`config.mk`:
```
export PLATFORM = sky130hd
export DESIGN_NAME = pbam_lane
export DESIGN_NICKNAME = d
export VERILOG_FILES = /design/src/pbam_pkg.sv /design/src/pbam_lane.sv
export SDC_FILE = /design/constraint.sdc
export NUM_CORES = 1
export LEC_CHECK = 0
export ABC_AREA = 1
export BUFFER_PORTS_ARGS = -buffer_cell sky130_fd_sc_hd__clkbuf_2
export CELL_PAD_IN_SITES_DETAIL_PLACEMENT = 1
export CELL_PAD_IN_SITES_GLOBAL_PLACEMENT = 1
export CORE_ASPECT_RATIO = 1.1
export CORE_UTILIZATION = 32
export CTS_CLUSTER_DIAMETER = 30
export DETAILED_ROUTE_END_ITERATION = 10
export PLACE_DENSITY = 0.83
export SETUP_SLACK_MARGIN = 0.5
export SLEW_MARGIN = 20
export SYNTH_ARGS = -nofsm -noshare
export SYNTH_HDL_FRONTEND = slang
export SYNTH_SLANG_ARGS = --single-unit
```
`constraint.sdc`:
```
create_clock -name clk -period 2.8 [get_ports clk]
set_input_delay 0.28 -clock clk [delete_from_list [all_inputs] [get_ports clk]]
set_output_delay 0.28 -clock clk [all_outputs]
set_load 0.01 [all_outputs]
```
`src/pbam_pkg.sv`:
```
// shared types and constants of the pattern bank match unit
package pbam_pkg;
	localparam int LAYERS = 6;
	localparam int BANK_DEPTH = 64;
	localparam int ID_BITS = 9;
	localparam int ELEM_BITS = 16;
	localparam int SLOT_BITS = (BANK_DEPTH > 1) ? $clog2(BANK_DEPTH) : 1;
	localparam int CNT_BITS = 7;
	localparam int TREE_LEAVES = 1 << SLOT_BITS;

	localparam logic [2:0] CMD_CLEAR = 3'd0;
	localparam logic [2:0] CMD_INSERT_ID = 3'd1;
	localparam logic [2:0] CMD_INSERT_NEXT = 3'd2;
	localparam logic [2:0] CMD_READ = 3'd3;
	localparam logic [2:0] CMD_SEARCH = 3'd4;

	localparam logic [1:0] ST_OK = 2'd0;
	localparam logic [1:0] ST_NOT_FOUND = 2'd1;
	localparam logic [1:0] ST_FULL = 2'd2;
	localparam logic [1:0] ST_DUP = 2'd3;

	typedef logic [ELEM_BITS-1:0] elem_t;

	typedef struct packed {
		logic [2:0] cmd;
		logic [8:0] pattern_id;
		logic [15:0] elem_layer0;
		logic [15:0] elem_layer1;
		logic [15:0] elem_layer2;
		logic [15:0] elem_layer3;
		logic [15:0] elem_layer4;
		logic [15:0] elem_layer5;
	} in_item_t;

	typedef struct packed {
		logic [1:0] status;
		logic [8:0] result_id;
		logic [15:0] out_layer0;
		logic [15:0] out_layer1;
		logic [15:0] out_layer2;
		logic [15:0] out_layer3;
		logic [15:0] out_layer4;
		logic [15:0] out_layer5;
		logic [6:0] pattern_count;
		logic last;
	} out_item_t;

	typedef struct packed {
		logic id_hit;
		logic elem_hit;
	} lane_hit_t;
endpackage

```
`src/pbam_lane.sv`:
```
// one bank entry: stored id, elements and the compare against a key
module pbam_lane
	import pbam_pkg::*;
(
	input  logic clk,
	input  logic arst_n,
	input  logic clr,
	input  logic wr,
	input  logic [ID_BITS-1:0] wr_id,
	input  elem_t [LAYERS-1:0] wr_elems,
	input  logic [ID_BITS-1:0] key_id,
	input  elem_t [LAYERS-1:0] key_elems,
	output logic valid,
	output logic [ID_BITS-1:0] id,
	output elem_t [LAYERS-1:0] elems,
	output lane_hit_t hit
);
	logic valid_q;
	logic [ID_BITS-1:0] id_q;
	elem_t [LAYERS-1:0] elems_q;

	always_ff @(posedge clk or negedge arst_n) begin
		if (!arst_n) begin
			valid_q <= 1'b0;
		end else if (clr) begin
			valid_q <= 1'b0;
		end else if (wr) begin
			valid_q <= 1'b1;
		end
	end

	always_ff @(posedge clk) begin
		if (wr) begin
			id_q <= wr_id;
			elems_q <= wr_elems;
		end
	end

	assign valid = valid_q;
	assign id = id_q;
	assign elems = elems_q;
	assign hit.id_hit = valid_q && (id_q == key_id);
	assign hit.elem_hit = valid_q && (elems_q == key_elems);
endmodule

```
==> run metrics, run 1 <==
GR Util met1=0.2061; Pwr Total=0.003836 W; R2R Path Start=valid; post-synth cell types=17; Power Dens Cells=521.9 nW/µm²; flip-flop and latch count after synthesis=106; register area share after synthesis=0.6125; RSZ-0062 raised after global routing=no; # rows=48; post-route cell area=7350 µm²; H-tree Lvls=3; CP Class=reg -> out; status=completed; M2 GR Usage=0.4106; WL per Instance=15.63 µm; max-cap violations=0; core area=15800 µm²; IO Count=322; critical path peak fanout=3; R2R cell count=2; clock slew seen by the registers of the worst setup and hold paths=0.08 ns; drt total wl=17840 µm; n_diodes=0; VDD IR max=0.2419 mV; TritonCTS buffer count=9; Syn Std Cell Area=5189 µm²; Initial DRT Pass Iterations=4; Clock Skews=0 ns; Residual DRC=0; Static Leak=4.088 nW; main flop type after synthesis=edfxtp_1; R2R Path End=valid; share of cells above drive strength 1=0.3624; syn avg cell area=8.619 µm²; CP endpoint=hit[0]; Slew Limit Fails=0; Post-synth EDFFs=105; max_slew headroom=0.6476; asr flop ratio synth=0.009434; DR iter-0 viols=167; starting density of the core=0.3285; Post-CTS Repair Setup Buffers=0; Nets=1151; CTS tree=yes; die area=16730 µm²; first-pass GRT wire length=25800 µm; most frequent cell after synthesis=nand2_1; Clock Latency Late Sink=0.34 ns; ANT nets after route=0; critical path capture point type=primary output; Setup Viol. Count Final=0; die width=123.4 µm; Post-DP HPWL=15210 µm; Synth area leaders=edfxtp_1 (61%), nand2_1 (15%), inv_1 (11%); area leader, netlist=edfxtp_1; area share of the largest cell type after synthesis=0.6077; antenna violations before repair=0; post-synthesis net count=816; grt met3 use=0.06734; area added between synthesis and finish=41.64%; DR vias=5013; Min Clock Period, post-route=2.177 ns; Yosys Warn Count=0; hold crit path type=in -> reg; GRT Total Usage=0.2105; GRT Max-Usage Layer=met2; vias in the first global route=5253; setup TNS=0 ns; Fin. Hold Viols=0; type of origin of the critical path=register; Worst Path Arrival=1.90 ns; CP startpoint=elems[67]; clk sinks=106; Die Y=135.6 µm; placer congestion estimate=0.8048; Worst EP required=2.52 ns; synthesized instance count=602; clock buffer depth=2; clock root cell=clkbuf_16; Synth top cells by count=nand2_1 (214), inv_1 (150), edfxtp_1 (105), nor2_1 (77), xnor2_1 (17); setup slack, reg-to-reg=2.12 ns; Max Freq=459.4 MHz; remaining global-route overflow=0; Port Buffer Count=321; pin count of the biggest net entering global routing=50; placed cell areas=7076 µm²; vias per cell=4.394; Final period util=0.7774; Worst-Margin Slew=0.5287 ns
worst min-delay path by stage:
| stage | from | slack (ns) | cells past startpoint | end |
|---|---|---|---|---|
| finish | clr | 0.07 | 2 | valid |
| global route | clr | 0.06 | 2 | valid |
| CTS | clr | 0.06 | 2 | valid |
| detailed placement | arst_n | 0.06 | 1 | valid |
| global placement | arst_n | 0.06 | 1 | valid |
| floorplan | arst_n | -0.02 | 0 | valid |
cell type report:
type | count | area, µm²
multi-input combinational | 343 | 1439
timing repair buffer | 324 | 1647
sequential | 106 | 3178
clock inverter | 5 | 32.53
fill | 2013 | 8446
clock buffer | 10 | 229.0
inverter | 153 | 574.3
tap | 200 | 250.2
metrics by stage:
stage          cells  hold slack [ns]  worst slack (ns)    util
6_report        1141          0.07485            0.6232  0.4653
5_1_grt         1141          0.06103            0.5113  0.4653
4_1_cts         1141          0.06253            0.5562  0.4651
3_5_place_dp    1125          0.05662            0.9538  0.4480
3_3_place_gp    1125          0.05591            0.9454  0.4480
2_1_floorplan    602         -0.01559             1.414       -
power breakdown:
part,switching [W],internal (W)
sequential,0.0000970,0.00189
combinational,0.000367,0.000298
clock,0.000587,0.000597
total,0.00105,0.00278
logic make-up (layout without fill, tap and decap cells):
logic type	Yosys count	after routing	synth area share
DFF	106	106	0.6125
AOI/OAI and AO/OA	25	25	0.02604
and+or+nand+nor	300	300	0.2204
buffers and inverters	153	492	0.1107
xor gates and xnor gates	18	18	0.03038
layout by cell type, fill, tap and decap left out, types with 2 or more instances in the layout:
cell        Yosys  final
a21oi_1         2      2
o21ai_0         8      7
nand3_1         4      4
nand4_1         4      4
o21ai_1        10     11
clkbuf_2        0    320
xnor2_1        17     17
inv_2           3      3
inv_1         150    150
o22ai_1         3      3
clkinvlp_4      0      2
nor2_2          1      2
buf_4           0      2
edfxtp_1      105    105
nand2_1       214    214
clkbuf_16       0      9
nor2_1         77     76
worst max-delay path: stages (launching register included):
cell and delay (ns):
edfxtp_1 0.43, nand2_1 0.11, nand2_1 0.05, nor2_1 0.23
nand2_1 0.09, nor2_1 0.10, nand2_1 0.06, nor2_1 0.08
nand2_1 0.11, nor2_2 0.09, clkbuf_2 0.19
routing by layer:
| metal | share of wire | vias up |
|---|---|---|
| met5 | 0 | - |
| met4 | 0.017 | 0 |
| met3 | 0.10 | 19 |
| met2 | 0.54 | 219 |
| met1 | 0.34 | 2293 |
| li1 | - | 2482 |
what timing repair did:
item,in CTS,in global routing
hold buffers,1,0
endpoints found under the hold margin,1,0
endpoints found under the setup margin,0,1
resized for setup,0,2
registers in the layout, summed over array words and instances (netlist names):
name / cells
id: 9
valid: 1
elems: 96
No activity file was read; power rests on OpenSTA's default activity.
==> run 2: changes to the inputs <==
CORE_UTILIZATION = 27   (was 32)
PLACE_DENSITY = 0.74   (was 0.83)
clock period = 1.8 ns   (was 2.8 ns; I/O delays follow)
==> run 2 against run 1 <==
  * The run now ends with setup timing left
  * Wire length grew 16%
  * Cell area grew 15%
  * Register-to-register slack lost 1.1 ns
  * Sequential share of layout area shrank 5.7 points
  * Highest routed layer is now met5
  * Critical endpoint unchanged
==> run metrics, run 2 (synthesis gave the netlist of run 1 again) <==
Residual DRC=0 (unchanged); die width=134.2 µm (+8.7%); starting density of the core=0.2788 (-0.04966); switch share=0.2677 (-0.006228); slowest library cell on the worst path=edfxtp_1; RSZ-0062 raised after global routing=yes; Setup Viol. Count Final=1 (+1); Fin. Hold Viols=0 (unchanged); Slew Limit Fails=0 (unchanged); die area=19780 µm² (+18%); pin count of the biggest net entering global routing=37 (-26%); ANT nets after route=0 (unchanged); Max Freq=500.4 MHz; Clock Skews=0 ns (unchanged); remaining global-route overflow=0 (unchanged); DP Worst Slack=0.07565 ns (-0.8781 ns); Initial DRT Pass Iterations=6 (+2); failing checks=setup timing; # rows=52 (+8.3%); GRT Total Usage=0.2076 (-0.002891); DR vias=5475 (+9.2%); area added between synthesis and finish=63.27%; internal power=0.004781 W (+72%); Switching Power=0.001748 W (+66%); max_slew headroom=0.7399 (+0.09230); setup TNS=-0.1984 ns (-0.1984 ns); share of cells above drive strength 1=0.3532 (-0.009156); status=finished with violations; Die Y=147.4 µm (+8.7%); Port Buffer Count=321 (unchanged); TritonCTS buffer count=9 (unchanged); Final period util=1.110; vias in the first global route=6037 (+15%); max FFs per register=96 (unchanged); commonest non-fill, non-tap cell in the layout=clkbuf_2; Worst Path Arrival=1.82 ns (-0.08 ns); final hold slack=0.01489 ns (-0.05996 ns); fin worst setup slack=-0.1984 ns (-0.8217 ns); worst path cell trace=nor2_1, nor2_1, nor2_1, nand2_1, nor2_1, nand2_1, nor2_2, nand2_2, nor2_2, buf_6; Post-DP HPWL=15460 µm (+1.7%); CTS tree=yes; core area=18610 µm² (+18%); CP Class=reg -> out; most frequent cells in the layout=clkbuf_2 (317), nand2_1 (213), inv_1 (147), edfxtp_1 (105), dlygate4sd3_1 (86); M2 GR Usage=0.4008 (-0.009837); Static Leak=4.549 nW (+11%); clock slew seen by the registers of the worst setup and hold paths=0.07 ns (about the same); DR iter-0 viols=166 (-0.60%); Power Dens Cells=770.7 nW/µm² (+48%); clock buffer depth=2 (unchanged); hold crit path type=in -> reg; IO Count=322 (unchanged); combinational power share=0.195 (+0.022); grt met3 use=0.05144 (-0.01590); CP max stage delay=0.44 ns (about the same); GRT Max-Usage Layer=met2; first-pass GRT wire length=30820 µm (+19%); vias per cell=4.271 (-2.8%); clock root cell=clkbuf_16; Worst-Margin Slew=0.3902 ns (-0.1384 ns); type of origin of the critical path=register; n_diodes=0 (unchanged); CP delay by family, top=simple AND/OR/NAND/NOR gates; Clock Latency Late Sink=0.35 ns (about the same); clk sinks=106 (unchanged); Clock power frac=0.331 (+0.022); critical path capture point type=primary output; Crit path top cell by count=nor2_1; critical path peak fanout=3 (unchanged); H-tree Lvls=3 (unchanged); fillers=2286 (+14%); WL per Instance=16.15 µm (+3.3%); crit path buf inv count=1 (unchanged); Reg power frac=0.474 (-0.044); antenna violations before repair=1 (+1); Nets=1249 (+8.5%); VDD IR max=0.5435 mV (+120%); placer congestion estimate=0.8018 (-0.37%); max-cap violations=0 (unchanged); GR Util met1=0.2098 (+0.003692); drt total wl=20710 µm (+16%); Worst EP required=1.62 ns (-0.90 ns); Min Clock Period, post-route=1.998 ns
==> run 2: changes by cell type in the layout (fill, tap and decap cells not counted), sizes merged <==
cell and change:
buf +16, bufinv +2, clkbuf -2, clkinvlp -2, dlygate4sd3 +85, clkinv -1
==> run 2: what timing repair did <==
item / in CTS / in global routing
buffers inserted: 2 / 5
endpoints found under the hold margin: 84 / 2
endpoints found under the setup margin: 2 / 2
gates resized for setup: 10 / 14
pin swaps: 2 / 3
hold buffers: 84 / 2
==> run 2: final timing paths <==
path	startpoint	to	slack, ns	cells past startpoint
min in group asynchronous	arst_n	valid	0.15	2
setup reg to reg	valid	valid	1.04	3
hold reg to reg	valid	valid	0.62	3
setup / recovery	elems[34]	hit[0]	-0.20	10
max in group asynchronous	arst_n	valid	1.57	2
hold / removal	wr_elems[31]	elems[31]	0.01	1
==> run 2: final cells by class <==
cell class	instances	area [µm²]	area share
Sequential cell	106	3178	0.3751
Timing Repair Buffer	422	2631	0.3106
Multi-Input combinational cell	343	1474	0.1740
Inverter	153	574.3	0.06779
Tap cell	243	304.0	0.03589
Clock buffer	11	232.7	0.02747
Clock inverter	4	77.57	0.009157
==> run 2: routing by layer <==
layer  vias up  share of wire
met1      2508           0.36
met4         2          0.026
met5         -        0.00063
met3        33          0.075
met2       254           0.53
li1       2678              -
==> run 2: stage by stage <==
step | area [µm²] | total power, W | utilization | cells
2_1_floorplan | 5189 | 0.003549 | - | 602
3_3_place_gp | 7187 | 0.004177 | 0.3862 | 1174
3_5_place_dp | 7187 | 0.004216 | 0.3862 | 1174
4_1_cts | 8381 | 0.006540 | 0.4504 | 1275
5_1_grt | 8472 | 0.006802 | 0.4553 | 1282
6_report | 8472 | 0.006529 | 0.4553 | 1282
==> run 2: worst register-to-register path: cells and delay by family, from the launching register on <==
family        cells  cell delay, ns
simple gates      2            0.13
buf+inv           1            0.13
flops             1            0.39
==> run 2: power groups by stage <==
stage | logic [W] | registers [W] | clock network [W]
floorplan | 0.000340 | 0.00321 | 0
CTS | 0.00124 | 0.00309 | 0.00221
global placement | 0.00105 | 0.00313 | 0
finish | 0.00128 | 0.00309 | 0.00216
global route | 0.00141 | 0.00312 | 0.00227
detailed placement | 0.00108 | 0.00314 | 0
